==> config.mk <==
export PLATFORM = sky130hd
export DESIGN_NAME = iqsof_cordic
export DESIGN_NICKNAME = d
export VERILOG_FILES = /design/src/hw/rtl/iqsof_pkg.sv /design/src/hw/rtl/iqsof_cordic.sv
export SDC_FILE = /design/constraint.sdc
export NUM_CORES = 2
export LEC_CHECK = 0
export BUFFER_PORTS_ARGS = -buffer_cell sky130_fd_sc_hd__buf_2
export CORE_ASPECT_RATIO = 1.5
export CORE_MARGIN = 1
export CORE_UTILIZATION = 50
export DETAILED_ROUTE_END_ITERATION = 8
export PLACE_DENSITY = 0.73
export SLEW_MARGIN = 30
export SYNTH_ARGS = -nofsm -noshare
export SYNTH_HDL_FRONTEND = slang
export SYNTH_SLANG_ARGS = --single-unit
==> constraint.sdc <==
create_clock -name clock -period 203.2 [get_ports clock]
set_clock_uncertainty 0.05 [all_clocks]
set_input_delay 40.64 -clock clock [delete_from_list [all_inputs] [get_ports clock]]
set_output_delay 40.64 -clock clock [all_outputs]
set_load 0.05 [all_outputs]
==> src/hw/rtl/iqsof_pkg.sv <==
// Shared types, widths, constants and helpers of the IQ stereo output formatter.
package iqsof_pkg;

   // Field and register widths.
   localparam int SAMPLE_W = 18;
   localparam int GAIN_W   = 24;
   localparam int OUT_W    = 16;

   // CORDIC sizing. The angle table has 24 entries, so the step count is limited to it.
   localparam int CORDIC_STEPS = 16;
   localparam int TABLE_LEN    = 24;
   localparam int NSTEPS       = (CORDIC_STEPS < TABLE_LEN) ? CORDIC_STEPS : TABLE_LEN;
   localparam int ATAN_W       = 24;
   localparam int PRE_SHIFT    = 8;
   localparam int XY_W         = 29;
   localparam int Z_W          = 28;

   // Output arithmetic.
   localparam int GAIN_SHIFT = 27;
   localparam int ENV_SHIFT  = 39;
   localparam int PH_SHIFT   = 24;
   localparam int INV_W      = 24;
   localparam int PH_SCALE_W = 14;
   localparam int ENV_PROD_W = XY_W - 1 + INV_W;
   localparam int PH_PROD_W  = Z_W + PH_SCALE_W;
   localparam int SC_PROD_W  = SAMPLE_W + GAIN_W + 1;
   localparam int SAT_IN_W   = 48;

   localparam logic signed [Z_W-1:0]        ANG_PI      = Z_W'(52707179);
   localparam logic [INV_W-1:0]             INV_GAIN    = INV_W'(10188014);
   localparam logic signed [PH_SCALE_W-1:0] PH_SCALE    = PH_SCALE_W'(5000);
   localparam logic signed [SAT_IN_W-1:0]   SAT_MAX     = SAT_IN_W'(32767);
   localparam logic signed [SAT_IN_W-1:0]   SAT_MIN     = -SAT_IN_W'(32768);
   localparam logic signed [OUT_W-1:0]      PHASE_LIMIT = OUT_W'(15707);

   // atan(2^-k) in radians times 2^24, rounded to nearest.
   localparam logic [ATAN_W-1:0] ATAN_TAB [TABLE_LEN] = '{
      24'd13176795, 24'd7778716, 24'd4110060, 24'd2086331,
      24'd1047214,  24'd524117,  24'd262123,  24'd131069,
      24'd65536,    24'd32768,   24'd16384,   24'd8192,
      24'd4096,     24'd2048,    24'd1024,    24'd512,
      24'd256,      24'd128,     24'd64,      24'd32,
      24'd16,       24'd8,       24'd4,       24'd2
   };

   typedef enum logic [1:0] {
      FMT_REAL_BOTH = 2'd0,
      FMT_I_Q       = 2'd1,
      FMT_Q_I       = 2'd2,
      FMT_ENV_PHASE = 2'd3
   } fmt_type;

   typedef enum logic [0:0] {
      CSR_OUTPUT_FORMAT = 1'b0,
      CSR_NORM_GAIN     = 1'b1
   } csr_index_type;

   // One word in flight through the rotation pipeline.
   typedef struct packed {
      logic                       valid;
      logic                       zero;
      logic signed [SAMPLE_W-1:0] i;
      logic signed [SAMPLE_W-1:0] q;
      logic signed [XY_W-1:0]     x;
      logic signed [XY_W-1:0]     y;
      logic signed [Z_W-1:0]      z;
   } cordic_word_type;

   // One word after the product stage.
   typedef struct packed {
      logic                        valid;
      logic                        zero;
      logic [ENV_PROD_W-1:0]       env_prod;
      logic signed [PH_PROD_W-1:0] ph_prod;
      logic signed [SC_PROD_W-1:0] si_prod;
      logic signed [SC_PROD_W-1:0] sq_prod;
   } mult_word_type;

   function automatic logic signed [OUT_W-1:0] sat16(input logic signed [SAT_IN_W-1:0] v);
      logic signed [OUT_W-1:0] r;
      if (v > SAT_MAX) begin
         r = SAT_MAX[OUT_W-1:0];
      end else if (v < SAT_MIN) begin
         r = SAT_MIN[OUT_W-1:0];
      end else begin
         r = v[OUT_W-1:0];
      end
      return r;
   endfunction

endpackage

==> src/hw/rtl/iqsof_cordic.sv <==
// Vectoring CORDIC: one registered stage per iteration.
module iqsof_cordic (
   input  logic                       clock,
   input  logic                       reset,
   input  logic                       advance,
   input  iqsof_pkg::cordic_word_type word_in,
   output iqsof_pkg::cordic_word_type word_out
);
   import iqsof_pkg::*;

   cordic_word_type tap     [NSTEPS+1];
   cordic_word_type step_in [NSTEPS];
   cordic_word_type step_ff [NSTEPS];

   assign tap[0] = word_in;

   for (genvar k = 0; k < NSTEPS; k++) begin : g_step
      logic                   rot_cw;
      logic signed [XY_W-1:0] dx;
      logic signed [XY_W-1:0] dy;
      logic signed [Z_W-1:0]  da;

      always_comb begin
         rot_cw     = !tap[k].y[XY_W-1] && (tap[k].y != '0);
         dx         = tap[k].y >>> k;
         dy         = tap[k].x >>> k;
         da         = {{(Z_W-ATAN_W){1'b0}}, ATAN_TAB[k]};
         step_in[k] = tap[k];
         if (rot_cw) begin
            step_in[k].x = tap[k].x + dx;
            step_in[k].y = tap[k].y - dy;
            step_in[k].z = tap[k].z + da;
         end else begin
            step_in[k].x = tap[k].x - dx;
            step_in[k].y = tap[k].y + dy;
            step_in[k].z = tap[k].z - da;
         end
      end

      always_ff @(posedge clock) begin
         if (reset) begin
            step_ff[k].valid <= 1'b0;
         end else if (advance) begin
            step_ff[k] <= step_in[k];
         end
      end

      assign tap[k+1] = step_ff[k];
   end

   assign word_out = tap[NSTEPS];

endmodule

=== Yosys cells after proc, flatten, opt, wreduce, memory -nomap -nowiden ===
Memory sizes are Yosys's and may differ from the RTL's.
Index checks and enable logic that the tools add are counted.

* $add $sub $neg: 95
* Muxes and demuxes: 37
* Bitwise gates (word level): 16
* Reductions and logical operators: 48

{| class="wikitable"
|+ Operator list
! operator !! count
|-
| 86-bit two-way mux || 16
|-
| 29-bit nonzero test || 16
|-
| 29-bit by 14-bit adder with 29-bit output || 2
|-
| 29-bit by 15-bit adder with 29-bit output || 2
|-
| 29-bit by 16-bit adder with 29-bit output || 2
|-
| 29-bit by 17-bit adder with 29-bit output || 2
|-
| 29-bit by 18-bit adder with 29-bit output || 2
|-
| 29-bit by 19-bit adder with 29-bit output || 2
|-
| 29-bit by 20-bit adder with 29-bit output || 2
|-
| 29-bit by 21-bit adder with 29-bit output || 2
|-
| 29-bit by 22-bit adder with 29-bit output || 2
|-
| 29-bit by 23-bit adder with 29-bit output || 2
|-
| 29-bit by 24-bit adder with 29-bit output || 2
|-
| 29-bit by 25-bit adder with 29-bit output || 2
|-
| 29-bit by 26-bit adder with 29-bit output || 2
|-
| 29-bit by 27-bit adder with 29-bit output || 2
|-
| 29-bit by 28-bit adder with 29-bit output || 2
|-
| 29-bit by 14-bit subtractor with 29-bit output || 2
|-
| 29-bit by 15-bit subtractor with 29-bit output || 2
|-
| 29-bit by 16-bit subtractor with 29-bit output || 2
|-
| 29-bit by 17-bit subtractor with 29-bit output || 2
|-
| 29-bit by 18-bit subtractor with 29-bit output || 2
|-
| 29-bit by 19-bit subtractor with 29-bit output || 2
|-
| 29-bit by 20-bit subtractor with 29-bit output || 2
|-
| other kinds (44) || 120
|}

* Flip-flop bits (word level): 0
* Memory bits (writable): 1984
* Input port bits: 127
* Output and inout port bits: 124
* Memories kept: 1

{| class="wikitable"
|+ Memories
! name !! words !! bits a word !! rd ports !! clocked after Yosys merged registers in !! write ports !! RTL line !! text
|-
| step_ff || 16 || 124 || 16 || 0 || 16 || iqsof_cordic.sv:13 || <nowiki>cordic_word_type step_ff [NSTEPS];</nowiki>
|}

=== Depth between registers and ports, before layout ===
* Word-level depth: 4
* Gate-level depth with buffers: 27
* Mapped depth without buffers: 25

=== Worst setup path after synthesis ===
OpenSTA, ideal clock, no wires.

* Kind: input to register
* Start point: in advance
* End point: mem step_ff[0][123] (netlist name), data pin
* Setup time: 0.411 ns
* Data arrival time: 97.030 ns
* Data required time: 202.739 ns
* Path slack: 105.709 ns
* Cell stages on the path: 3
* Cells stage by stage: nor2b_1 > clkbuf_1 > and2_1

{| class="wikitable"
|+ RTL lines
! what !! RTL line !! text
|-
| from (decl) || iqsof_cordic.sv:5 || <nowiki>input logic advance,</nowiki>
|-
| to (decl) || iqsof_cordic.sv:13 ||
|}

==> metrics.md <==
| Metric | Value |
|---|---|
| Int Power | 0.00148 W |
| Synth top area cells | edfxtp_1 46%, ha_1 12%, xnor2_1 7.3%, a21oi_1 3.8%, xor2_1 3.4% |
| Nets | 14.0k |
| Tot GR Track Use | 0.250 |
| Fin cells | 16.2k |
| I/O pin cnt | 251 |
| Number of flip-flops in the largest register | 1,983 |
| Max frequency | 20.8 MHz |
| Worst vdd ir | 0.00000910 V |
| Yosys warning total | 0 |
| Period minus WS final | 48,160 ps |
| Htree depth | 4 |
| Hold Buf Count CTS | 0 |
| Clk root buf | clkbuf_16 |
| Finished Core Util | 0.554 |
| Worst skew pair latency | 900 ps |
| Mux contribution to synthesized area | 0.00468 |
| Crit Path Category | in2reg |
| Die area | 0.261 sq mm |
| Slew Viols, Final | 0 |
| Worst path max stage delay | 860 ps |
| CP required | 203,630 ps |
| Layout cells sized above 1 | 0.0618 |
| Crit-path most repeated cell | buf_4 |
| Cells after synthesis | 12.1k |
| Post-synthesis compound-gate area fraction | 0.155 |
| DP Area | 0.136 sq mm |
| Sequential standard cell area | 0.0595 sq mm |
| Chip Width | 418 um |
| CTS tree | yes |
| Number of synthesized flops with an enable pin | 1,983 |
| CTS buffer count | 202 |
| Final WL | 332,000 um |
| Vias per inst | 5.76 |
| Simple-Gate Fraction of Synth Area | 0.121 |
| Max-cap viol count | 0 |
| Cell variety after synth | 91 |
| Crit-path max FO | 169 |
| Final Cycle Share | 0.237 |
| Arr. time, crit path | 48,590 ps |
| Cell area power density | 18.1 mW/mm^2 |
| Switching power | 0.00110 W |
| Mean Syn Cell Area | 10.7 sq um |
| Sink Count | 1,983 |
| Xor and xnor area share after synthesis | 0.107 |
| Reg clk slew, reported paths | 70 ps |
| CORE AREA | 0.258 sq mm |
| Largest Register | step_ff |
| Critical Path Start Type | input port |
| Drt initial violations | 4,335 |
| Detailed placer's ending HPWL | 261,000 um |
| Largest net degree at the start of global routing | 215 |
| Adder-cell share of the synthesized area | 0.130 |
| # DRC | 0 |
| Largest regs | step_ff (1983) |
| Sequential power share | 0.300 |
| Slowest-stage cell, CP | buf_4 |
| Die height | 626 um |
| Gr ovfl total | 0 |
| CTS-repair resized insts | 0 |
| Status | completed |
| Placed Instances | 15.8k |
| Design area | 0.143 sq mm |
| Main flop type after synthesis | edfxtp_1 |
| Post-CTS Setup Inserts | 0 |
| Initial Utilization | 0.503 |
| Worst-margin pin slew | 1060 ps |
| Synth async-reset ratio | 0 |
| First-pass GRT wire length | 505,000 um |
| Number of buffers and inverters on the critical path | 12 |
| Logic pwr share | 0.546 |
| RSZ-0062 raised after global routing | false |
| Wire length per cell | 20.5 um |
| Fillcell total | 22.2k |
| Flops & latches, synth | 1,983 |
| Sequential share of the synthesized area | 0.459 |
| CP top delay family | buffers and inverters |
| Antenna violations before repair | 20 |
| Leading area contributor after synthesis | edfxtp_1 |
| Hold Crit Class | reg2reg |
| Final Hold Slack | 279 ps |
| Hold Vio Cnt, Final | 0 |
| Antenna viol nets, final | 0 |
| Leak Pwr | 56.0 nW |
| Switching share of power | 0.426 |
| Number of global-route vias before repair | 93.9k |
| RePlAce Congestion | 1.02 |
| First-pass DRT Iterations | 6 |
| Area Growth Syn to Fin | 10.0% |
| Synthesized cell area | 0.130 sq mm |
| Clock power share | 0.154 |
| Largest family of logic cells by synthesized area | compound AO/OA/AOI/OAI gates |
| Number of buffers added on ports | 250 |
| Clock buffer depth | 4 |
| Slew margin rel. | 0.285 |
| Final setup fails | 0 |
| Multi-input logic area | 0.0673 sq mm |
| Setup TNS | 0 ps |
| Cell row count | 228 |
| Via Count | 93.2k |
| Top-area cell type share of the netlist area | 0.459 |
| Cell Chain, Critical Path | buf_2, nor2b_4, buf_4, buf_12, buf_4, buf_4, buf_4, buf_4, buf_16, buf_4, buf_6, buf_4, buf_4 |
| CP endpoint kind | flip-flop |
==> cell families after synthesis <==
| group | Yosys count |
|---|---|
| AOI/OAI and AO/OA | 3161 |
| other | 1 |
| and+or+nand+nor | 3205 |
| DFF | 1983 |
| adders and majority gates | 1318 |
| buffers and inverters | 803 |
| xor gates and xnor gates | 1588 |
| muxes | 60 |
==> per-stage QoR <==
stage | worst slack, ps | power [W]
after detailed placement | 153610 | 0.00216
after global routing | 154360 | 0.00275
after CTS | 154520 | 0.00257
after global placement | 153740 | 0.00214
after floorplan | 105710 | 0.00183
final | 155040 | 0.00258
==> layout by cell type (no fill, tap or decap), types with 47 or more instances in the layout <==
master,instances
a211oi_1,81
a21boi_0,91
a21o_1,339
a21oi_1,980
a31oi_1,81
and2_1,80
and3_1,108
buf_2,250
buf_4,78
clkbuf_16,203
conb_1,49
edfxtp_1,1983
fa_1,48
ha_1,1268
inv_1,636
mux2i_1,55
nand2_1,651
nand2b_1,180
nand3_1,198
nand4_1,56
nor2_1,954
nor2b_1,195
nor3_1,344
nor4_1,90
o211ai_1,47
o21a_1,148
o21ai_0,683
o21bai_1,138
o31ai_1,156
o41ai_1,76
or2_2,53
or3_1,133
or4_1,61
xnor2_1,1087
xor2_1,501
==> worst reg2reg max path, cell delays in order (launching register included) <==
cell	delay [ps]
edfxtp_1	680
or3_4	540
or3_4	420
or3_4	420
nand2b_4	170
nand2b_4	170
or4_4	460
nor4_4	310
or2_2	520
buf_4	470
inv_2	90
buf_4	290
nor2_1	240
xnor2_1	80
ha_1	350
nand2b_1	300
a21boi_0	410
o21ai_0	260
a211oi_1	440
nor3_1	120
o21ai_0	640
a2111o_1	390
nand2_1	130
o2111ai_1	260
a31o_2	190
a21oi_1	70
xnor2_1	120
==> worst paths after layout <==
| kind | start | to | slack (ps) | cells after the start |
|---|---|---|---|---|
| worst min-delay path | step_ff[8][105] | step_ff[9][105] | 280 | 0 |
| worst max-delay path | reset | step_ff[2][74] | 155040 | 13 |
| worst min register to register | step_ff[8][105] | step_ff[9][105] | 280 | 0 |
| worst max register to register | step_ff[4][33] | step_ff[5][56] | 194340 | 26 |
==> Yosys cell counts, types with 20 or more instances <==
master,count
and4_1,20
nand3b_1,23
nor2_1,954
nand2b_1,180
a2111oi_0,23
xnor2_1,1087
edfxtp_1,1983
or3_1,133
a311oi_1,23
xor2_1,501
ha_1,1268
nand3_1,198
nor3b_1,22
a21oi_1,980
a31oi_1,81
or2_2,53
clkbuf_1,111
nor3_1,345
and2_1,80
o21a_1,148
nor4_1,93
o21ai_0,684
a31o_2,30
and3_1,108
o2111ai_1,21
nand4_1,56
nor2b_1,197
o21bai_1,138
fa_1,48
a21o_1,339
o31a_1,26
o211ai_1,47
a211o_1,30
buf_1,25
inv_1,637
o41ai_1,76
nand2_1,651
a21boi_0,91
o31ai_1,156
mux2i_1,55
a211oi_1,81
or4_1,61
==> layer usage <==
metal | track usage | wire length, um
met5 | 0 | 86
met1 | 0.196 | 99400
met4 | 0.252 | 38500
met3 | 0.0360 | 11600
met2 | 0.498 | 182000
==> power by group through the flow <==
| stage | registers [W] | logic [W] | clock network, W |
|---|---|---|---|
| 2_1_floorplan | 0.000778 | 0.00105 | 0 |
| 3_3_place_gp | 0.000774 | 0.00137 | 0 |
| 3_5_place_dp | 0.000775 | 0.00138 | 0 |
| 4_1_cts | 0.000767 | 0.00139 | 0.000406 |
| 5_1_grt | 0.000780 | 0.00155 | 0.000420 |
| 6_report | 0.000774 | 0.00141 | 0.000396 |
==> final cells by class <==
cell class,count,share of cell area
flip-flops and latches,1983,0.417
clock buffers,222,0.0361
clock inverters,143,0.0132
diodes,8,0.000140
inverters,648,0.0170
multi-input cells,9381,0.472
repair buffers,340,0.0143
well taps,3450,0.0302
Note: power is estimated with default switching activity, not from simulation.
