**src/hw/rtl/iqsof_pkg.sv**
```systemverilog
// Shared types, widths, constants and helpers of the IQ stereo output formatter.
package iqsof_pkg;

   // Field and register widths.
   localparam int SAMPLE_W = 18;
   localparam int GAIN_W   = 24;
   localparam int OUT_W    = 16;

   // CORDIC sizing. The angle table has 24 entries, so the step count is limited to it.
   localparam int CORDIC_STEPS = 16;
   localparam int TABLE_LEN    = 24;
   localparam int NSTEPS       = (CORDIC_STEPS < TABLE_LEN) ? CORDIC_STEPS : TABLE_LEN;
   localparam int ATAN_W       = 24;
   localparam int PRE_SHIFT    = 8;
   localparam int XY_W         = 29;
   localparam int Z_W          = 28;

   // Output arithmetic.
   localparam int GAIN_SHIFT = 27;
   localparam int ENV_SHIFT  = 39;
   localparam int PH_SHIFT   = 24;
   localparam int INV_W      = 24;
   localparam int PH_SCALE_W = 14;
   localparam int ENV_PROD_W = XY_W - 1 + INV_W;
   localparam int PH_PROD_W  = Z_W + PH_SCALE_W;
   localparam int SC_PROD_W  = SAMPLE_W + GAIN_W + 1;
   localparam int SAT_IN_W   = 48;

   localparam logic signed [Z_W-1:0]        ANG_PI      = Z_W'(52707179);
   localparam logic [INV_W-1:0]             INV_GAIN    = INV_W'(10188014);
   localparam logic signed [PH_SCALE_W-1:0] PH_SCALE    = PH_SCALE_W'(5000);
   localparam logic signed [SAT_IN_W-1:0]   SAT_MAX     = SAT_IN_W'(32767);
   localparam logic signed [SAT_IN_W-1:0]   SAT_MIN     = -SAT_IN_W'(32768);
   localparam logic signed [OUT_W-1:0]      PHASE_LIMIT = OUT_W'(15707);

   // atan(2^-k) in radians times 2^24, rounded to nearest.
   localparam logic [ATAN_W-1:0] ATAN_TAB [TABLE_LEN] = '{
      24'd13176795, 24'd7778716, 24'd4110060, 24'd2086331,
      24'd1047214,  24'd524117,  24'd262123,  24'd131069,
      24'd65536,    24'd32768,   24'd16384,   24'd8192,
      24'd4096,     24'd2048,    24'd1024,    24'd512,
      24'd256,      24'd128,     24'd64,      24'd32,
      24'd16,       24'd8,       24'd4,       24'd2
   };

   typedef enum logic [1:0] {
      FMT_REAL_BOTH = 2'd0,
      FMT_I_Q       = 2'd1,
      FMT_Q_I       = 2'd2,
      FMT_ENV_PHASE = 2'd3
   } fmt_type;

   typedef enum logic [0:0] {
      CSR_OUTPUT_FORMAT = 1'b0,
      CSR_NORM_GAIN     = 1'b1
   } csr_index_type;

   // One word in flight through the rotation pipeline.
   typedef struct packed {
      logic                       valid;
      logic                       zero;
      logic signed [SAMPLE_W-1:0] i;
      logic signed [SAMPLE_W-1:0] q;
      logic signed [XY_W-1:0]     x;
      logic signed [XY_W-1:0]     y;
      logic signed [Z_W-1:0]      z;
   } cordic_word_type;

   // One word after the product stage.
   typedef struct packed {
      logic                        valid;
      logic                        zero;
      logic [ENV_PROD_W-1:0]       env_prod;
      logic signed [PH_PROD_W-1:0] ph_prod;
      logic signed [SC_PROD_W-1:0] si_prod;
      logic signed [SC_PROD_W-1:0] sq_prod;
   } mult_word_type;

   function automatic logic signed [OUT_W-1:0] sat16(input logic signed [SAT_IN_W-1:0] v);
      logic signed [OUT_W-1:0] r;
      if (v > SAT_MAX) begin
         r = SAT_MAX[OUT_W-1:0];
      end else if (v < SAT_MIN) begin
         r = SAT_MIN[OUT_W-1:0];
      end else begin
         r = v[OUT_W-1:0];
      end
      return r;
   endfunction

endpackage

```
**src/hw/rtl/iqsof_post.sv**
```systemverilog
// Product stage and output stage: scaling, envelope, phase, format select and output register.
module iqsof_post (
   input  logic                               clock,
   input  logic                               reset,
   input  logic                               advance,
   input  iqsof_pkg::cordic_word_type         word_in,
   input  logic [iqsof_pkg::GAIN_W-1:0]        gain,
   input  iqsof_pkg::fmt_type                 fmt,
   output logic                               out_valid,
   output logic signed [iqsof_pkg::OUT_W-1:0]  out_left,
   output logic signed [iqsof_pkg::OUT_W-1:0]  out_right
);
   import iqsof_pkg::*;

   localparam int ENV_Q_W = ENV_PROD_W - ENV_SHIFT;

   logic signed [Z_W-1:0]       zc;
   logic [XY_W-2:0]             xc;
   logic signed [GAIN_W:0]      gain_s;
   mult_word_type               mult_in;
   mult_word_type               mult_ff;

   logic signed [SC_PROD_W-1:0] si_adj;
   logic signed [SC_PROD_W-1:0] sq_adj;
   logic signed [PH_PROD_W-1:0] ph_adj;
   logic signed [SC_PROD_W-1:0] si_q;
   logic signed [SC_PROD_W-1:0] sq_q;
   logic signed [PH_PROD_W-1:0] ph_q;
   logic signed [OUT_W-1:0]     si_val;
   logic signed [OUT_W-1:0]     sq_val;
   logic signed [OUT_W-1:0]     env_val;
   logic signed [OUT_W-1:0]     ph_val;
   logic signed [OUT_W-1:0]     left_in;
   logic signed [OUT_W-1:0]     right_in;
   logic                        valid_ff;
   logic signed [OUT_W-1:0]     left_ff;
   logic signed [OUT_W-1:0]     right_ff;

   // Product stage.
   always_comb begin
      if (word_in.z > ANG_PI) begin
         zc = ANG_PI;
      end else if (word_in.z < -ANG_PI) begin
         zc = -ANG_PI;
      end else begin
         zc = word_in.z;
      end
      xc     = word_in.x[XY_W-1] ? '0 : word_in.x[XY_W-2:0];
      gain_s = $signed({1'b0, gain});

      mult_in.valid    = word_in.valid;
      mult_in.zero     = word_in.zero;
      mult_in.env_prod = xc * INV_GAIN;
      mult_in.ph_prod  = zc * PH_SCALE;
      mult_in.si_prod  = word_in.i * gain_s;
      mult_in.sq_prod  = word_in.q * gain_s;
   end

   always_ff @(posedge clock) begin
      if (reset) begin
         mult_ff.valid <= 1'b0;
      end else if (advance) begin
         mult_ff <= mult_in;
      end
   end

   // Output stage: divisions by powers of two truncate toward zero.
   always_comb begin
      si_adj = mult_ff.si_prod;
      sq_adj = mult_ff.sq_prod;
      ph_adj = mult_ff.ph_prod;
      if (mult_ff.si_prod[SC_PROD_W-1]) begin
         si_adj = mult_ff.si_prod + {{(SC_PROD_W-GAIN_SHIFT){1'b0}}, {GAIN_SHIFT{1'b1}}};
      end
      if (mult_ff.sq_prod[SC_PROD_W-1]) begin
         sq_adj = mult_ff.sq_prod + {{(SC_PROD_W-GAIN_SHIFT){1'b0}}, {GAIN_SHIFT{1'b1}}};
      end
      if (mult_ff.ph_prod[PH_PROD_W-1]) begin
         ph_adj = mult_ff.ph_prod + {{(PH_PROD_W-PH_SHIFT){1'b0}}, {PH_SHIFT{1'b1}}};
      end
      si_q = si_adj >>> GAIN_SHIFT;
      sq_q = sq_adj >>> GAIN_SHIFT;
      ph_q = ph_adj >>> PH_SHIFT;

      si_val  = sat16({{(SAT_IN_W-SC_PROD_W){si_q[SC_PROD_W-1]}}, si_q});
      sq_val  = sat16({{(SAT_IN_W-SC_PROD_W){sq_q[SC_PROD_W-1]}}, sq_q});
      ph_val  = sat16({{(SAT_IN_W-PH_PROD_W){ph_q[PH_PROD_W-1]}}, ph_q});
      env_val = sat16({{(SAT_IN_W-ENV_Q_W){1'b0}},
                       mult_ff.env_prod[ENV_PROD_W-1:ENV_SHIFT]});
      if (mult_ff.zero) begin
         ph_val  = '0;
         env_val = '0;
      end

      unique case (fmt)
         FMT_REAL_BOTH: begin
            left_in  = si_val;
            right_in = si_val;
         end
         FMT_I_Q: begin
            left_in  = si_val;
            right_in = sq_val;
         end
         FMT_Q_I: begin
            left_in  = sq_val;
            right_in = si_val;
         end
         FMT_ENV_PHASE: begin
            left_in  = env_val;
            right_in = ph_val;
         end
         default: begin
            left_in  = si_val;
            right_in = si_val;
         end
      endcase
   end

   always_ff @(posedge clock) begin
      if (reset) begin
         valid_ff <= 1'b0;
      end else if (advance) begin
         valid_ff <= mult_ff.valid;
         left_ff  <= left_in;
         right_ff <= right_in;
      end
   end

   assign out_valid = valid_ff;
   assign out_left  = left_ff;
   assign out_right = right_ff;

   // The clamped angle keeps the phase within plus and minus pi times 5000.
   a_phase_range: assert property (@(posedge clock) disable iff (reset)
      mult_ff.valid |-> (ph_val <= PHASE_LIMIT) && (ph_val >= -PHASE_LIMIT))
      else $error("phase outside the range of plus and minus pi");

   // The envelope comes from a clamped, non-negative magnitude.
   a_env_sign: assert property (@(posedge clock) disable iff (reset)
      mult_ff.valid |-> !env_val[OUT_W-1])
      else $error("negative envelope");

   // A zero vector never rotates, so its magnitude product stays zero.
   a_zero_vector: assert property (@(posedge clock) disable iff (reset)
      mult_ff.valid && mult_ff.zero |-> (mult_ff.env_prod == '0))
      else $error("zero vector produced a nonzero magnitude");

endmodule
```
**config.mk**
```make
export PLATFORM = sky130hd
export DESIGN_NAME = iqsof_post
export DESIGN_NICKNAME = d
export VERILOG_FILES = /design/src/hw/rtl/iqsof_pkg.sv /design/src/hw/rtl/iqsof_post.sv
export SDC_FILE = /design/constraint.sdc
export NUM_CORES = 2
export LEC_CHECK = 0
export BUFFER_PORTS_ARGS = -buffer_cell sky130_fd_sc_hd__buf_2
export CAP_MARGIN = 20
export CORE_ASPECT_RATIO = 0.5
export CORE_MARGIN = 5
export CORE_UTILIZATION = 36
export CTS_BUF_LIST = sky130_fd_sc_hd__clkbuf_4
export CTS_CLUSTER_DIAMETER = 60
export DETAILED_ROUTE_END_ITERATION = 7
export SYNTH_ARGS = -nofsm -noshare
export SYNTH_HDL_FRONTEND = slang
export SYNTH_SLANG_ARGS = --single-unit
```
**constraint.sdc**
```tcl
create_clock -name clock -period 14.1 [get_ports clock]
set_clock_uncertainty 0.15 [all_clocks]
set_input_delay 2.115 -clock clock [delete_from_list [all_inputs] [get_ports clock]]
set_output_delay 2.115 -clock clock [all_outputs]
set_load 0.02 [all_outputs]
```
Word-level counts from Yosys, hierarchy flattened

Index checks and enable logic that the tools add are counted.

Add/sub/neg operators: 3
Multipliers: 4
$lt $le $gt $ge: 8
Eq/ne operators: 3
Muxes and demuxes: 16
Bitwise logic cells: 1
Reductions and logical operators: 4

Operator list:

| cell                                                                              | count |
|---|---|
| 16-bit two-way mux                                                                | 7 |
| 16-bit case mux with 3 select lines                                               | 2 |
| 43-bit by 27-bit adder with 43-bit output, second input constant                  | 2 |
| 18-bit by 25-bit multiplier with 43-bit output                                    | 2 |
| 43-bit two-way mux                                                                | 2 |
| 28-bit two-way mux                                                                | 3 |
| 28-bit by 23-bit multiplier with 51-bit output, second input constant             | 1 |
| 42-bit by 24-bit adder with 42-bit output, second input constant                  | 1 |
| 42-bit two-way mux                                                                | 1 |
| 28-bit by 11-bit multiplier with 39-bit output, second input constant             | 1 |
| 16-bit greater-than comparator, second input constant                             | 2 |
| 16-bit less-than comparator, second input constant                                | 2 |
| 28-bit by 27-bit greater-than comparator with 1-bit output, second input constant | 1 |
| 28-bit by 27-bit less-than comparator with 1-bit output, second input constant    | 1 |
| 18-bit by 16-bit greater-than comparator with 1-bit output, second input constant | 1 |
| 18-bit by 16-bit less-than comparator with 1-bit output, second input constant    | 1 |
| 13-bit two-way mux                                                                | 1 |
| 2-bit == test, second input constant                                              | 2 |
| 2-bit OR reduction                                                                | 2 |
| 2-bit by 1-bit == test with 1-bit output, second input constant                   | 1 |
| 2-bit zero test                                                                   | 1 |
| 2-bit AND reduction                                                               | 1 |
| 1-bit inverter                                                                    | 1 |

Register bits after elaboration: 211
Output and inout port bits: 33

Longest topological paths before layout

Word-level depth: 7
Depth in mapped cells: 32

Worst setup path before layout

Ideal clock, no wire load.

Path type: input-to-reg
From: in reset
To: reg mult_ff[0] (netlist bit) (enable)
Library setup time: 0.728 ns
Arrival: 9.690 ns
Required time: 13.222 ns
Setup slack: 3.532 ns
Cell stages on the path: 1
Buffers on the path: 0
Cell sequence: nor2b_1

Longest elaborated chain between the ends: 2

RTL lines:

| item                          | RTL line         | text |
|---|---|---|
| start, declared               | iqsof_post.sv:4  | `input logic reset,` |
| 1-bit inverter (no line)      | n/a              |  |
| 2-bit AND reduction (no line) | n/a              |  |
| end signal, assigned          | iqsof_post.sv:63 | `mult_ff <= mult_in;` |
| end, declared                 | iqsof_post.sv:21 | `mult_word_type mult_ff;` |

Every way passes these cells.
A chain may end at the register's enable or synchronous reset.

==> impl_metrics.tcl <==
set metrics [dict create \
    status "finished, final reports clean" \
    final_cell_mix "1445 x inv_1, 1107 x fa_1, 678 x ha_1" \
    synth_edf_count 171 \
    yosys_warnings 0 \
    syn-num-nets 7483 \
    ctsResizeCount 0 \
    finalNonFillerCells 7541 \
    dp_cells 7494 \
    reg2reg_slack_ns 10.53 \
    end_kind "flip-flop" \
    coreArea_sq_um 145000 \
    ys_seq_area_share_pct 9.86 \
    die-width_um 550 \
    initial_core_util_pct 36.1 \
    cap_violations 0 \
    cp_data_required_time_ns 14.52 \
    cts_tree "built" \
    cp_common_cell "fa_1" \
    drtPass1Iterations 5 \
    slew_violations 0 \
    wl_um 129000 \
    finalCriticalPeriod_ns 9.57 \
    postCtsSetupRepairBufs 0 \
    syn-instance-count 5545 \
    worstMarginPinSlew_ns 1.06 \
    clockBufferDepth 2 \
    cts_hold_buf 0 \
    synth.avg_cell_area_sq_um 9.47 \
    antenna_found_initial 19 \
    grt.overflow.total 0 \
    drc 0 \
    die_h_um 280 \
    start_kind "primary input" \
    final_hold_viol_count 0 \
    crit_path_start "word_in[85]" \
    syn_area_sq_um 52500 \
    rsz0062_at_grt "false" \
    met2_usage_pct 29.0 \
    cts-root-buf "clkbuf_4" \
    post-place-ws_ns 3.08 \
    grt_pass1_wl_um 214000 \
    fmax_ghz 0.104 \
    numCtsBuffers 17 \
    vias_per_cell 4.76 \
    async_flop_share_pct 0 \
    vias 35900 \
    crit_fanout 28 \
    die-area_sq_um 154000 \
    cts.reportedPaths.clkPinSlew_ns 0.18 \
    use_met3_pct 2.48 \
    track_usage_pct 17.6 \
    portBuffers 156 \
    grt_max_degree 74 \
    fin_nets 7483 \
    hold_class "reg -> reg" \
    htree_levels 4 \
    drive_above_1_share_pct 4.07 \
    critPathSlowestCell "fa_1" \
    critical_path_class "in -> reg" \
    syn2layout_area_growth_pct 5.80 \
    ys_ff_latch 173 \
    rows 99 \
    slowest_delay_ns 0.55 \
    reg2reg_from "mult_ff[69]$_DFFE_PP_" \
    dr.first_iter.drc_count 1976 \
    clkSinkCount 173 \
    ant_nets 0 \
    cp.arrival_ns 10.00 \
    grt-busiest-layer "met2" \
    wire_per_inst_um 17.2 \
    max-slew-margin-rel_pct 29.6 \
    met1_usage_pct 24.8 \
    ys_types 66 \
    io_pins 186 \
    fin_crit_sh_pct 67.9 \
    setup_viol 0 \
    dp_hpwl_um 103000 \
    fin_ws_ns 4.53 \
    fin_tns_setup_ns 0 \
    clkLatencyLatePin_ns 0.83 \
    routabilityCongestion 0.873 \
    min_from "out_valid$_SDFFE_PP0P_" \
    layout_commonest_cell "inv_1" \
    grt_pass1_vias 38400 \
    synthFlopType "edfxtp_1" \
]
## through the flow
stage	utilization, %	hold WS [ns]	instance area, sq um
6_report	38.2	0.362	55500
5_1_grt	38.2	0.434	55500
4_1_cts	38.2	0.374	55500
3_5_place_dp	38.0	0.331	55200
3_3_place_gp	38.0	0.326	55200
2_1_floorplan	-	0.310	52500
## layout make-up
| type | instances | area (sq um) |
|---|---|---|
| Fill cell | 14600 | 89800 |
| Multi-Input combinational cell | 3730 | 41200 |
| Inverter | 1445 | 5420 |
| Sequential cell | 173 | 5170 |
| Tap cell | 1969 | 2460 |
| Timing Repair Buffer | 178 | 946 |
| Clock inverter | 15 | 203 |
| Clock buffer | 17 | 128 |
| Antenna cell | 14 | 35.0 |
## path summary, 6_finish.rpt
kind / end / depth (start not counted)
worst max-delay path: mult_ff[179]$_DFFE_PP_ / 25
worst min-delay path: out_valid$_SDFFE_PP0P_ / 2
worst max register to register: out_right[10]$_DFFE_PP_ / 10
worst min register to register: out_valid$_SDFFE_PP0P_ / 2
## Yosys cell counts, types with 70 or more instances
library cell     n  area share [%]
and2_1         263             3.1
nand2b_1        70            0.83
edfxtp_1       171             9.8
nand2_1        668             4.8
fa_1          1107              42
o21ai_0         99            0.94
a21oi_1        166             1.6
nor2_1         134            0.96
ha_1           678              16
xnor2_1         98             1.6
clkbuf_1       197             1.4
inv_1         1445              10
## sequential cells by signal (all words and copies together) (netlist names)
signal and flops:
mult_ff 140, out_left 16, out_right 16, out_valid 1
## cell families after synthesis
logic type                 Yosys count  share of synthesized area, %
adders and majority gates         1785                          58.4
buffers and inverters             1642                          11.7
and+or+nand+nor                   1336                          12.0
AOI/OAI and AO/OA                  438                          5.15
DFF                                173                          9.86
xor gates and xnor gates           162                          2.70
muxes                                9                         0.174
## worst max-delay path, delay by kind of cell
kind,cells,cell delay [ns]
AOI/OAI and AO/OA,9,2.55
xor gates and xnor gates,1,0.09
adders and majority gates,8,3.86
buffers and inverters,6,0.96
and+or+nand+nor,1,0.40
## per-layer routing
metal | vias to the layer above | part of all wire (%)
li1 | 16700 | -
met3 | 134 | 5.2
met5 | - | 0.042
met1 | 18300 | 46
met4 | 8 | 2.2
met2 | 758 | 47
Power is not shown: default switching activity piles up to over one toggle a cycle in this logic, so the estimate is an artifact.
