===== src/hw/rtl/iqsof_pkg.sv =====
// Shared types, widths, constants and helpers of the IQ stereo output formatter.
package iqsof_pkg;

   // Field and register widths.
   localparam int SAMPLE_W = 18;
   localparam int GAIN_W   = 24;
   localparam int OUT_W    = 16;

   // CORDIC sizing. The angle table has 24 entries, so the step count is limited to it.
   localparam int CORDIC_STEPS = 16;
   localparam int TABLE_LEN    = 24;
   localparam int NSTEPS       = (CORDIC_STEPS < TABLE_LEN) ? CORDIC_STEPS : TABLE_LEN;
   localparam int ATAN_W       = 24;
   localparam int PRE_SHIFT    = 8;
   localparam int XY_W         = 29;
   localparam int Z_W          = 28;

   // Output arithmetic.
   localparam int GAIN_SHIFT = 27;
   localparam int ENV_SHIFT  = 39;
   localparam int PH_SHIFT   = 24;
   localparam int INV_W      = 24;
   localparam int PH_SCALE_W = 14;
   localparam int ENV_PROD_W = XY_W - 1 + INV_W;
   localparam int PH_PROD_W  = Z_W + PH_SCALE_W;
   localparam int SC_PROD_W  = SAMPLE_W + GAIN_W + 1;
   localparam int SAT_IN_W   = 48;

   localparam logic signed [Z_W-1:0]        ANG_PI      = Z_W'(52707179);
   localparam logic [INV_W-1:0]             INV_GAIN    = INV_W'(10188014);
   localparam logic signed [PH_SCALE_W-1:0] PH_SCALE    = PH_SCALE_W'(5000);
   localparam logic signed [SAT_IN_W-1:0]   SAT_MAX     = SAT_IN_W'(32767);
   localparam logic signed [SAT_IN_W-1:0]   SAT_MIN     = -SAT_IN_W'(32768);
   localparam logic signed [OUT_W-1:0]      PHASE_LIMIT = OUT_W'(15707);

   // atan(2^-k) in radians times 2^24, rounded to nearest.
   localparam logic [ATAN_W-1:0] ATAN_TAB [TABLE_LEN] = '{
      24'd13176795, 24'd7778716, 24'd4110060, 24'd2086331,
      24'd1047214,  24'd524117,  24'd262123,  24'd131069,
      24'd65536,    24'd32768,   24'd16384,   24'd8192,
      24'd4096,     24'd2048,    24'd1024,    24'd512,
      24'd256,      24'd128,     24'd64,      24'd32,
      24'd16,       24'd8,       24'd4,       24'd2
   };

   typedef enum logic [1:0] {
      FMT_REAL_BOTH = 2'd0,
      FMT_I_Q       = 2'd1,
      FMT_Q_I       = 2'd2,
      FMT_ENV_PHASE = 2'd3
   } fmt_type;

   typedef enum logic [0:0] {
      CSR_OUTPUT_FORMAT = 1'b0,
      CSR_NORM_GAIN     = 1'b1
   } csr_index_type;

   // One word in flight through the rotation pipeline.
   typedef struct packed {
      logic                       valid;
      logic                       zero;
      logic signed [SAMPLE_W-1:0] i;
      logic signed [SAMPLE_W-1:0] q;
      logic signed [XY_W-1:0]     x;
      logic signed [XY_W-1:0]     y;
      logic signed [Z_W-1:0]      z;
   } cordic_word_type;

   // One word after the product stage.
   typedef struct packed {
      logic                        valid;
      logic                        zero;
      logic [ENV_PROD_W-1:0]       env_prod;
      logic signed [PH_PROD_W-1:0] ph_prod;
      logic signed [SC_PROD_W-1:0] si_prod;
      logic signed [SC_PROD_W-1:0] sq_prod;
   } mult_word_type;

   function automatic logic signed [OUT_W-1:0] sat16(input logic signed [SAT_IN_W-1:0] v);
      logic signed [OUT_W-1:0] r;
      if (v > SAT_MAX) begin
         r = SAT_MAX[OUT_W-1:0];
      end else if (v < SAT_MIN) begin
         r = SAT_MIN[OUT_W-1:0];
      end else begin
         r = v[OUT_W-1:0];
      end
      return r;
   endfunction

endpackage


===== src/hw/rtl/iqsof_prep.sv =====
// Entry stage: folds the vector into the right half plane and sets up the CORDIC start values.
module iqsof_prep (
   input  logic                                 clock,
   input  logic                                 reset,
   input  logic                                 advance,
   input  logic                                 in_valid,
   input  logic signed [iqsof_pkg::SAMPLE_W-1:0] in_i,
   input  logic signed [iqsof_pkg::SAMPLE_W-1:0] in_q,
   output iqsof_pkg::cordic_word_type           word_out
);
   import iqsof_pkg::*;

   localparam int EXT_W = XY_W - SAMPLE_W - 1 - PRE_SHIFT;

   logic                     neg;
   logic signed [SAMPLE_W:0] ai;
   logic signed [SAMPLE_W:0] aq;
   cordic_word_type          word_in;
   cordic_word_type          word_ff;

   always_comb begin
      neg = in_i[SAMPLE_W-1];
      ai  = {in_i[SAMPLE_W-1], in_i};
      aq  = {in_q[SAMPLE_W-1], in_q};
      if (neg) begin
         ai = -ai;
         aq = -aq;
      end
      word_in.valid = in_valid;
      word_in.zero  = (in_i == '0) && (in_q == '0);
      word_in.i     = in_i;
      word_in.q     = in_q;
      word_in.x     = {{EXT_W{ai[SAMPLE_W]}}, ai, {PRE_SHIFT{1'b0}}};
      word_in.y     = {{EXT_W{aq[SAMPLE_W]}}, aq, {PRE_SHIFT{1'b0}}};
      if (!neg) begin
         word_in.z = '0;
      end else if (!in_q[SAMPLE_W-1]) begin
         word_in.z = ANG_PI;
      end else begin
         word_in.z = -ANG_PI;
      end
   end

   always_ff @(posedge clock) begin
      if (reset) begin
         word_ff.valid <= 1'b0;
      end else if (advance) begin
         word_ff <= word_in;
      end
   end

   assign word_out = word_ff;

endmodule


===== config.mk =====
export PLATFORM = sky130hd
export DESIGN_NAME = iqsof_prep
export DESIGN_NICKNAME = d
export VERILOG_FILES = /design/src/hw/rtl/iqsof_pkg.sv /design/src/hw/rtl/iqsof_prep.sv
export SDC_FILE = /design/constraint.sdc
export NUM_CORES = 1
export LEC_CHECK = 0
export BUFFER_PORTS_ARGS = -buffer_cell sky130_fd_sc_hd__buf_2
export CORE_AREA = 2 2 88 90
export CTS_BUF_LIST = sky130_fd_sc_hd__clkbuf_8
export DETAILED_ROUTE_END_ITERATION = 8
export DIE_AREA = 0 0 90 92
export PLACE_DENSITY = 0.81
export SYNTH_ARGS = -nofsm -noshare
export SYNTH_HDL_FRONTEND = slang
export SYNTH_SLANG_ARGS = --single-unit

===== constraint.sdc =====
create_clock -name clock -period 6.42 [get_ports clock]
set_input_delay 1.284 -clock clock [delete_from_list [all_inputs] [get_ports clock]]
set_output_delay 1.284 -clock clock [all_outputs]
set_load 0.02 [all_outputs]

# Word level (Yosys, flattened, before mapping)
# Cells that the tools add are included.
# word_totals
regBits	104
in_bits	40
wordCells	18
# op_classes
n_reduce_logical	4
n_mux	3
bitwise_logic	1
n_addsub	2
# op_table
operator	count
2-to-1 mux 19 bit	2
negator 18 -> 19 bit	2
zero test 18 bit	2
2-to-1 mux 28 bit	1
AND reduction 2 bit	1
logical AND 1 bit	1
NOT 1 bit	1

# Longest topological paths before layout
# Gate-level depths: netlist of the first run.
# logic_depth
depth_word	2
mapped_depth	6
mapped_depth_nobuf	6

# Worst setup path before layout of the first run
# OpenSTA, ideal clock, no wires.
# synth_path
path_type	in2reg
startpoint	input port reset
endpoint	register word_ff (netlist bit word_out[0]) (enable)
t_arrival_ps	4674
setup_slack_ps	1225
setup_ps	521
cell_stages	1
path_cell_list	nor2b_1
# synth_between
elab_chain_len	2
# synth_rtl
element	line	source
start: declaration	iqsof_prep.sv:4	input logic reset,
NOT 1 bit (no line)	n/a	
AND reduction 2 bit (no line)	n/a	
end signal: assignment	iqsof_prep.sv:48	word_ff <= word_in;
end: declaration	iqsof_prep.sv:19	cordic_word_type word_ff;
# Every way passes these cells.
# A chain may end at the register's enable or synchronous reset.

# Final worst setup path of the first run
# layout_path
startpoint	input port in_q[7] (netlist bit)
endpoint	register word_ff (netlist bit word_out[52]), data pin
# layout_between
elab_chain_len	2
# layout_rtl
element	line	source
start: declaration	iqsof_prep.sv:8	input logic signed [iqsof_pkg::SAMPLE_W-1:0] in_q,
negator 18 -> 19 bit	iqsof_prep.sv:27	aq = -aq;
2-to-1 mux 19 bit	iqsof_prep.sv:25	if (neg) begin
via aq[16]	iqsof_prep.sv:17	logic signed [SAMPLE_W:0] aq;
# The timed path passes the listed nets, and every way through them passes these cells.

==> results of run 1 <==
==> cell families (layout without fill, tap and decap cells) <==
group                      after synthesis  after routing
other                                    1             17
and+or+nand+nor                         46             46
muxes                                    1              1
adders and majority gates                2              2
buffers and inverters                   56            168
DFF                                     77             77
xor gates and xnor gates                31             31
AOI/OAI and AO/OA                       27             27
==> worst reg2reg max path, delay by kind of cell, from the launching register on <==
family	cells	cell delay, ns
AND/OR/NAND/NOR	1	0.05
flip-flops	1	0.32
multiplexers	1	0.13
==> path summary, 6_finish.rpt <==
path | start | cells past startpoint | end | slack (ns)
hold / removal | word_out[123]$_SDFFE_PP0P_ | 2 | word_out[123]$_SDFFE_PP0P_ | 0.51
setup reg to reg | word_out[123]$_SDFFE_PP0P_ | 2 | word_out[123]$_SDFFE_PP0P_ | 5.82
setup / recovery | in_q[7] | 5 | word_out[52]$_DFFE_PP_ | 3.63
hold reg to reg | word_out[123]$_SDFFE_PP0P_ | 2 | word_out[123]$_SDFFE_PP0P_ | 0.51
==> report_power, final <==
part           internal (µW)  switching [µW]  total [µW]
logic                   60.1             129         189
registers                596            10.3         606
clock network            253             158         411
total                    909             297        1210
==> synthesized netlist by cell type (all sizes together) (2+ instances only) <==
library cell / number
edfxtp: 76
buf: 48
xnor2: 31
nand2: 15
o21ai: 13
o31ai: 11
or4: 6
inv: 5
nand3: 5
nor2: 5
nor4: 5
clkbuf: 3
o41ai: 3
ha: 2
nand2b: 2
nor2b: 2
nor3: 2
==> layer usage <==
layer | vias up | global-route usage | wire length, µm
met5 | - | 0 | 0
met4 | 0 | 0.0744 | 68
met2 | 84 | 0.249 | 3260
li1 | 1063 | - | -
met1 | 1001 | 0.192 | 2570
met3 | 6 | 0.0312 | 368
==> placed cells by master (no fill, tap or decap), types with 3 or more instances in the layout <==
master,synthesis,layout
edfxtp_1,76,76
conb_1,1,17
o31ai_1,11,11
xnor2_1,31,31
nand2_1,15,15
buf_2,0,147
bufinv_16,0,3
o21ai_0,12,12
nand3_1,5,5
nor4_1,3,3
inv_1,5,5
nor2_1,5,5
or4_1,4,4
clkbuf_8,0,9
o41ai_1,3,3
==> through the flow <==
step           cell area [µm²]  std cells  hold slack, ns
2_1_floorplan             3500        257           0.579
3_3_place_gp              4010        456           0.470
3_5_place_dp              4010        456           0.499
4_1_cts                   4240        471           0.518
5_1_grt                   4240        471           0.545
6_report                  4240        471           0.514
==> cell type report <==
| cell class | instances | area (µm²) |
|---|---|---|
| Inverter | 5 | 18.8 |
| Clock buffer | 9 | 124 |
| Tap cell | 102 | 128 |
| Fill cell | 608 | 3210 |
| Timing Repair Buffer | 148 | 743 |
| Clock inverter | 6 | 103 |
| Multi-Input combinational cell | 124 | 820 |
| Sequential cell | 77 | 2300 |
==> flow_summary_export.csv, run 1 <==
group,metric,value,unit
synth,ys_top_cells_by_area,"edfxtp_1 (66%), buf_4 (10%), xnor2_1 (7.9%)",
clock_tree,numCtsBuffers,9,
detailed_routing,drc_errors,0,
run_status,run_status,"finished clean",
power_and_ir_drop,power_density,285,mW/mm²
clock_tree,clock_tree.root_cell,"clkbuf_8",
synth,synth_cell_type_count,28,
synth,synth_top_family_by_area,"buffers and inverters",
worst_setup_path,arrival,2.86,ns
clock_tree,cts_setup_buffers,0,
worst_setup_path,required,6.49,ns
timing,hold_viol,0,
worst_setup_path,crit_slowest_cell,"nor4_1",
synth,synth_edf_count,76,
timing,rsz0062_at_grt,"false",
synth,synthSimpleGateAreaFrac,0.0767,
detailed_routing,wire_per_inst,13.3,µm
worst_setup_path,start_kind,"primary input",
worst_setup_path,critPathCaptureType,"flop",
final_layout,area_growth_syn_to_layout,23.2,%
clock_tree,htree_levels,3,
timing,final-max-slew-violation-count,0,
worst_hold_path,hold_class,"reg2reg",
worst_setup_path,crit_buf_inv,1,
job,cap_violations,0,
timing,post-route-period-util,0.434,
timing,setup_tns,0,ns
place,numPortBuffers,147,
grt,grt_max_degree,77,
final_layout,utilization,0.569,
die,floorplan.die.height,92,µm
clock_tree,cts_tree,"yes",
synth,yosysSeqAreaShare,0.669,
timing,fin_skew,0,ns
grt,antenna_found_initial,0,
worst_setup_path,cp_max_fo,7,
die,start_util,0.462,
detailed_routing,vias,2154,
clock_tree,cts_hold_buffers,0,
detailed_routing,dr.pass1.iters,4,
detailed_routing,drt_iter0_drc,43,
power_and_ir_drop,p_leak,0.00168,µW
die,placementRows,32,
final_layout,largest_register_ffs,77,
clock_tree,clk_latency,0.32,ns
final_layout,fin_nets,407,
grt,grt_pass1_wl,9.87,mm
timing,max_slew.worst_pin.slew,0.935,ns
timing,setup_ws,3.63,ns
clock_tree,clockBufferDepth,2,
synth,syn_avg_cell_area,14.3,µm²
clock_tree,clk_pin_slew,0.08,ns
synth,synth_seq_cells,77,
clock_tree,ctsResizeCount,0,
place,place_ws,3.32,ns
detailed_routing,viasPerCell,4.57,
grt,track_usage,0.152,
synth,synthMuxAreaShare,0.00291,
synth,synth_area,0.00344,mm²
die,core_area,0.00745,mm²
power_and_ir_drop,irDropWorstVdd,0.121,mV
synth,synth_compound_area_frac,0.0516,
grt,grt_pass1_vias,1970,
die,dieArea,0.00828,mm²
grt,overflow,0,
synth,ys_warn_count,0,
detailed_routing,finalWirelength,6.27,mm
timing,setup_viol,0,
synth,synth_xor_xnor_area_share,0.0789,
place,place.gp.congestion,0.758,
synth,synthCells,241,
synth,synth_top_area_frac,0.663,
worst_setup_path,max_stage_delay,0.57,ns
final_layout,drive_above_1_share,0.455,
timing,relSlewSlack,0.377,
detailed_routing,ant_nets,0,
timing,finalCriticalPeriod,2.79,ns
synth,synth_top_area_cell,"edfxtp_1",
place,hpwl,4.61,mm
power_and_ir_drop,power,1210,µW
die,die_w,90,µm
synth,synthArstFlopShare,0,
clock_tree,cts_sinks,77,
synth,yosys.area_share.adder,0.00727,
timing,fmax,359,MHz
worst_setup_path,cp_top_family,"simple AND/OR/NAND/NOR gates",
worst_setup_path,path_cells,"buf_2 -> nor4_1 -> nand3_1 -> o31ai_1 -> xnor2_1",
final_layout,n_antenna_cell,0,
worst_setup_path,worstSetupPathType,"in2reg",
synth,synthFlopType,"edfxtp_1",
die,ioPinCount,164,
No activity file was read; power rests on OpenSTA's default activity.
==> run 2, diff against run 1 <==
Settings changed: ABC_AREA set to 1, CORE_AREA 2 2 88 90 to 2 2 95 97, DIE_AREA 0 0 90 92 to 0 0 97 99, PLACE_DENSITY 0.81 to 0.77.
Clock period 6.42 ns to 2.4 ns, I/O delays scaled along.
==> flow_summary_export.csv, run 2 <==
group,metric,value,unit
run_status,run_status,"finished clean",
job,cap_violations,0,
final_layout,area_growth_syn_to_layout,21.4,%
synth,synth_edf_count,76,
synth,synth_top_area_cell,"edfxtp_1",
worst_setup_path,crit_slowest_cell,"edfxtp_1",
worst_setup_path,critPathCaptureType,"output port",
synth,synth_top_family_by_area,"simple AND/OR/NAND/NOR gates",
die,start_util,0.434,
synth,synthFlopType,"edfxtp_1",
power_and_ir_drop,power_density,717,mW/mm²
die,core_area,0.00855,mm²
worst_setup_path,cp_max_fo,14,
grt,track_usage,0.163,
final_layout,n_antenna_cell,0,
grt,grt_pass1_wl,12.5,mm
worst_setup_path,path_cells,"buf_2",
clock_tree,htree_levels,3,
clock_tree,clk_pin_slew,0.08,ns
clock_tree,clk_latency,0.34,ns
die,die_w,97,µm
timing,max_slew.worst_pin.slew,0.524,ns
clock_tree,clockBufferDepth,2,
detailed_routing,viasPerCell,4.80,
worst_setup_path,required,1.92,ns
synth,synthSimpleGateAreaFrac,0.186,
synth,synth.most_common_cell,"nand2_1",
die,ioPinCount,164,
clock_tree,cts_hold_buffers,0,
grt,overflow,0,
timing,fmax,633,MHz
synth,synthArstFlopShare,0,
die,floorplan.die.height,99,µm
clock_tree,numCtsBuffers,9,
worst_setup_path,crit_buf_inv,1,
clock_tree,cts_sinks,77,
detailed_routing,wire_per_inst,13.0,µm
synth,yosys.area_share.adder,0.00674,
final_layout,fill_cells,783,
timing,setup_tns,0,ns
synth,ys_top_cells_by_count,"nand2_1 (86), edfxtp_1 (76), buf_4 (49)",
place,hpwl,5.78,mm
synth,synthMuxAreaShare,0,
worst_setup_path,worstSetupPathType,"reg2out",
final_layout,largest_register_ffs,77,
synth,ys_warn_count,0,
timing,relSlewSlack,0.651,
timing,setup_viol,0,
final_layout,fin_nets,514,
worst_setup_path,arrival,1.10,ns
clock_tree,cts_tree,"yes",
detailed_routing,drc_errors,0,
place,numPortBuffers,147,
synth,synth_seq_cells,77,
final_layout,utilization,0.527,
timing,hold_viol,0,
detailed_routing,dr.pass1.iters,5,
timing,final-max-slew-violation-count,0,
synth,synth_cell_type_count,24,
final_layout,layout_commonest_cell,"buf_2",
timing,finalCriticalPeriod,1.58,ns
detailed_routing,vias,2809,
clock_tree,clock_tree.root_cell,"clkbuf_8",
final_layout,drive_above_1_share,0.365,
detailed_routing,drt_iter0_drc,139,
synth,ys_top_cells_by_area,"edfxtp_1 (61%), buf_4 (9.9%), nand2_1 (8.7%)",
place,place.gp.congestion,0.868,
synth,synth_compound_area_frac,0.0209,
worst_setup_path,start_kind,"flop",
worst_setup_path,max_stage_delay,0.53,ns
worst_setup_path,cp_top_family,"flip-flops",
synth,synth_top_area_frac,0.614,
synth,yosysSeqAreaShare,0.620,
final_layout,ff_latch_area,0.00230,mm²
timing,fin_skew,0,ns
final_layout,mostFrequentLayoutCells,"buf_2 (147), nand2_1 (86), edfxtp_1 (76)",
die,placementRows,34,
final_layout,multi_input_area,986,µm²
timing,rsz0062_at_grt,"false",
clock_tree,ctsResizeCount,0,
synth,synth_xor_xnor_area_share,0.0330,
clock_tree,cts_setup_buffers,0,
grt,antenna_found_initial,0,
grt,grt_max_degree,44,
timing,post-route-period-util,0.658,
synth,synthCells,347,
power_and_ir_drop,irDropWorstVdd,0.383,mV
die,dieArea,0.00960,mm²
synth,synth_area,0.00371,mm²
grt,grt_pass1_vias,2689,
power_and_ir_drop,p_leak,0.00203,µW
synth,syn_avg_cell_area,10.7,µm²
worst_hold_path,hold_class,"in2reg",
detailed_routing,ant_nets,0,
detailed_routing,finalWirelength,7.62,mm
-- run 2: cell types whose count changed after synthesis, moves of 7 or more --
cell     delta
xnor2_1    -24
nand3_1    +17
nand2_1    +71
xor2_1      +7
nor2_1     +32
o31ai_1    -11
inv_1      +23
-- run 2: metrics by stage --
stage	instances	worst slack, ns	area, µm²	hold slack, ns	total power [µW]
2_1_floorplan	363	0.334	3780	0.530	2060
3_3_place_gp	569	0.620	4290	0.441	2180
6_report	585	0.820	4510	0.330	3230
3_5_place_dp	569	0.499	4290	0.462	2200
4_1_cts	585	0.764	4510	0.301	3270
5_1_grt	585	0.731	4510	0.297	3370
-- run 2: worst paths after layout --
path | startpoint | to | slack [ns] | cells after the start
max | word_out[25]$_SDFFCE_PN0P_ | word_out[21] | 0.82 | 1
min | in_q[0] | word_out[86]$_DFFE_PP_ | 0.33 | 1
max reg2reg | word_out[123]$_SDFFE_PP0P_ | word_out[123]$_SDFFE_PP0P_ | 1.82 | 2
min reg2reg | word_out[123]$_SDFFE_PP0P_ | word_out[123]$_SDFFE_PP0P_ | 0.47 | 2
-- run 2: cells by family (layout without fill, tap and decap cells) --
kind of cell | Yosys count | count (layout)
DFF | 77 | 77
xor gates and xnor gates | 14 | 14
buffers and inverters | 80 | 194
other | 1 | 17
and+or+nand+nor | 159 | 159
AOI/OAI and AO/OA | 14 | 14
adders and majority gates | 2 | 2
-- run 2: final cells by class --
| type | instances | share of cell area |
|---|---|---|
| Multi-Input combinational cell | 206 | 0.219 |
| Clock buffer | 9 | 0.0275 |
| Sequential cell | 77 | 0.511 |
| Inverter | 28 | 0.0233 |
| Timing Repair Buffer | 150 | 0.168 |
| Tap cell | 108 | 0.0300 |
| Clock inverter | 7 | 0.0216 |
-- run 2: routing by layer --
layer | track usage | wire length, µm | vias up
met3 | 0.0610 | 731 | 10
met4 | 0.0488 | 51 | 0
li1 | - | - | 1334
met2 | 0.293 | 3840 | 172
met5 | 0 | 0 | -
met1 | 0.180 | 2990 | 1293
-- run 2: power breakdown --
group,switching (µW),internal (µW)
clock,478,589
combinational,384,161
sequential,28.8,1590
==> run 3, diff against run 2 <==
Settings changed: ABC_AREA 1 to 0, CORE_AREA 2 2 95 97 to 2 2 93 95, DIE_AREA 0 0 97 99 to 0 0 95 97, PLACE_DENSITY 0.77 to 0.76.
Clock period 2.4 ns to 1.3 ns, I/O delays scaled along.
==> flow_summary_export.csv, run 3 (same netlist as run 1, synthesis figures left out) <==
group,metric,value,unit
timing,hold_viol,0,
clock_tree,numCtsBuffers,9,
clock_tree,cts_sinks,77,
final_layout,drive_above_1_share,0.584,
power_and_ir_drop,p_leak,0.00208,µW
worst_setup_path,worstSetupPathType,"in2reg",
timing,final-max-slew-violation-count,0,
detailed_routing,finalWirelength,7.18,mm
detailed_routing,ant_nets,0,
worst_setup_path,critPathCaptureType,"flop",
die,placementRows,33,
final_layout,layout_commonest_cell,"buf_2",
place,dp.cells,508,
clock_tree,clk_pin_slew,0.07,ns
detailed_routing,drc_errors,0,
die,dieArea,0.00922,mm²
final_layout,final_cell_area,0.00505,mm²
timing,fin_skew,0,ns
place,place_area,0.00457,mm²
grt,grt_pass1_vias,2242,
timing,finalCriticalPeriod,1.47,ns
final_layout,largest_register_ffs,77,
grt,grt_max_degree,48,
worst_setup_path,arrival,1.55,ns
timing,setup_viol,19,
die,start_util,0.423,
worst_setup_path,required,1.38,ns
detailed_routing,wl_met2,3.75,mm
grt,grt_pass1_wl,10.9,mm
worst_setup_path,cp_max_fo,4,
grt,track_usage,0.155,
detailed_routing,drt_iter0_drc,83,
worst_hold_path,hold_class,"in2reg",
place,place_ws,-0.564,ns
final_layout,mostFrequentLayoutCells,"buf_2 (125), edfxtp_1 (76), buf_4 (50)",
worst_setup_path,start_kind,"primary input",
job,cap_violations,0,
detailed_routing,wire_per_inst,13.6,µm
die,core_area,0.00813,mm²
die,die_w,95,µm
timing,setup_ws,-0.166,ns
power_and_ir_drop,irDropWorstVdd,0.606,mV
die,ioPinCount,164,
final_layout,n_antenna_cell,0,
clock_tree,htree_levels,3,
clock_tree,cts_hold_buffers,0,
clock_tree,cts_tree,"yes",
clock_tree,clock_tree.root_cell,"clkbuf_8",
place,hpwl,5.19,mm
clock_tree,clk_latency,0.34,ns
power_and_ir_drop,power_density,1210,mW/mm²
detailed_routing,routed.top_layer,"met4",
timing,fmax,682,MHz
detailed_routing,viasPerCell,4.59,
final_layout,area_growth_syn_to_layout,46.8,%
final_layout,layout.cells.non_filler,530,
timing,rsz0062_at_grt,"true",
detailed_routing,wl_met1,2.89,mm
place,place.gp.congestion,0.760,
final_layout,fin_nets,462,
run_status,run_status,"finished, violations left",
run_status,failed_checks,"setup timing",
grt,antenna_found_initial,0,
detailed_routing,vias,2431,
die,floorplan.die.height,97,µm
detailed_routing,routed-wl-met3,418,µm
timing,post-route-period-util,1.13,
clock_tree,clockBufferDepth,2,
place,numPortBuffers,147,
grt,overflow,0,
detailed_routing,dr.pass1.iters,4,
==> run 3: changes by cell type in the layout (fill, tap and decap cells not counted), moves of 7 or more <==
cell,before,now
inv_1,28,5
buf_6,0,24
nand2_1,86,15
buf_4,3,50
xor2_1,7,0
xnor2_1,7,31
buf_2,147,125
nor2_1,36,5
nand3_1,22,2
==> run 3: final cells by class <==
type / count / area [µm²]
Fill cell: 626 / 3080
Sequential cell: 77 / 2300
Timing Repair Buffer: 203 / 1350
Multi-Input combinational cell: 124 / 1030
Clock buffer: 10 / 138
Tap cell: 105 / 131
Clock inverter: 6 / 80.1
Inverter: 5 / 21.3
==> run 3: final timing paths <==
kind,startpoint,endpoint,slack [ns],depth (start not counted)
setup / recovery,in_q[13],word_out[53]$_DFFE_PP_,-0.17,5
hold / removal,in_q[14],word_out[100]$_DFFE_PP_,0.11,1
setup reg to reg,word_out[123]$_SDFFE_PP0P_,word_out[123]$_SDFFE_PP0P_,0.71,2
hold reg to reg,word_out[123]$_SDFFE_PP0P_,word_out[123]$_SDFFE_PP0P_,0.52,2
==> run 3: routing by layer <==
layer,up-vias,GRT usage
met1,1151,0.193
met3,12,0.0366
met2,95,0.254
li1,1173,-
met4,0,0.0658
met5,-,0
==> run 3: power by group <==
group	switching [µW]	internal [µW]	leakage (µW)	total (µW)
Clock	829	1120	0.000115	1950
Sequential	46.4	2940	0.000717	2990
Combinational	712	472	0.00124	1180
==> run 3: worst max-delay path, stage by stage <==
cell and delay (ns):
buf_6 0.10, or4_4 0.52, or4_4 0.45, o21ai_2 0.14
xnor2_1 0.08
==> run 3: what timing repair did <==
action                                  in CTS  in global routing
endpoints found under the setup margin      31                 39
pin swaps                                    1                  7
gates cloned                                 0                  1
gates resized for setup                      9                 51
buffers inserted                             3                  2
==> run 3: metrics by stage <==
step | total power [µW] | util | TNS, ns | hold WS, ns
floorplan | 3760 | - | -43.04 | 0.332
global placement | 4130 | 0.562 | -7.28 | 0.470
detailed placement | 4150 | 0.562 | -7.64 | 0.483
CTS | 6110 | 0.595 | -0.447 | 0.0870
global route | 6390 | 0.621 | -2.13 | 0.0841
finish | 6120 | 0.621 | -0.788 | 0.109
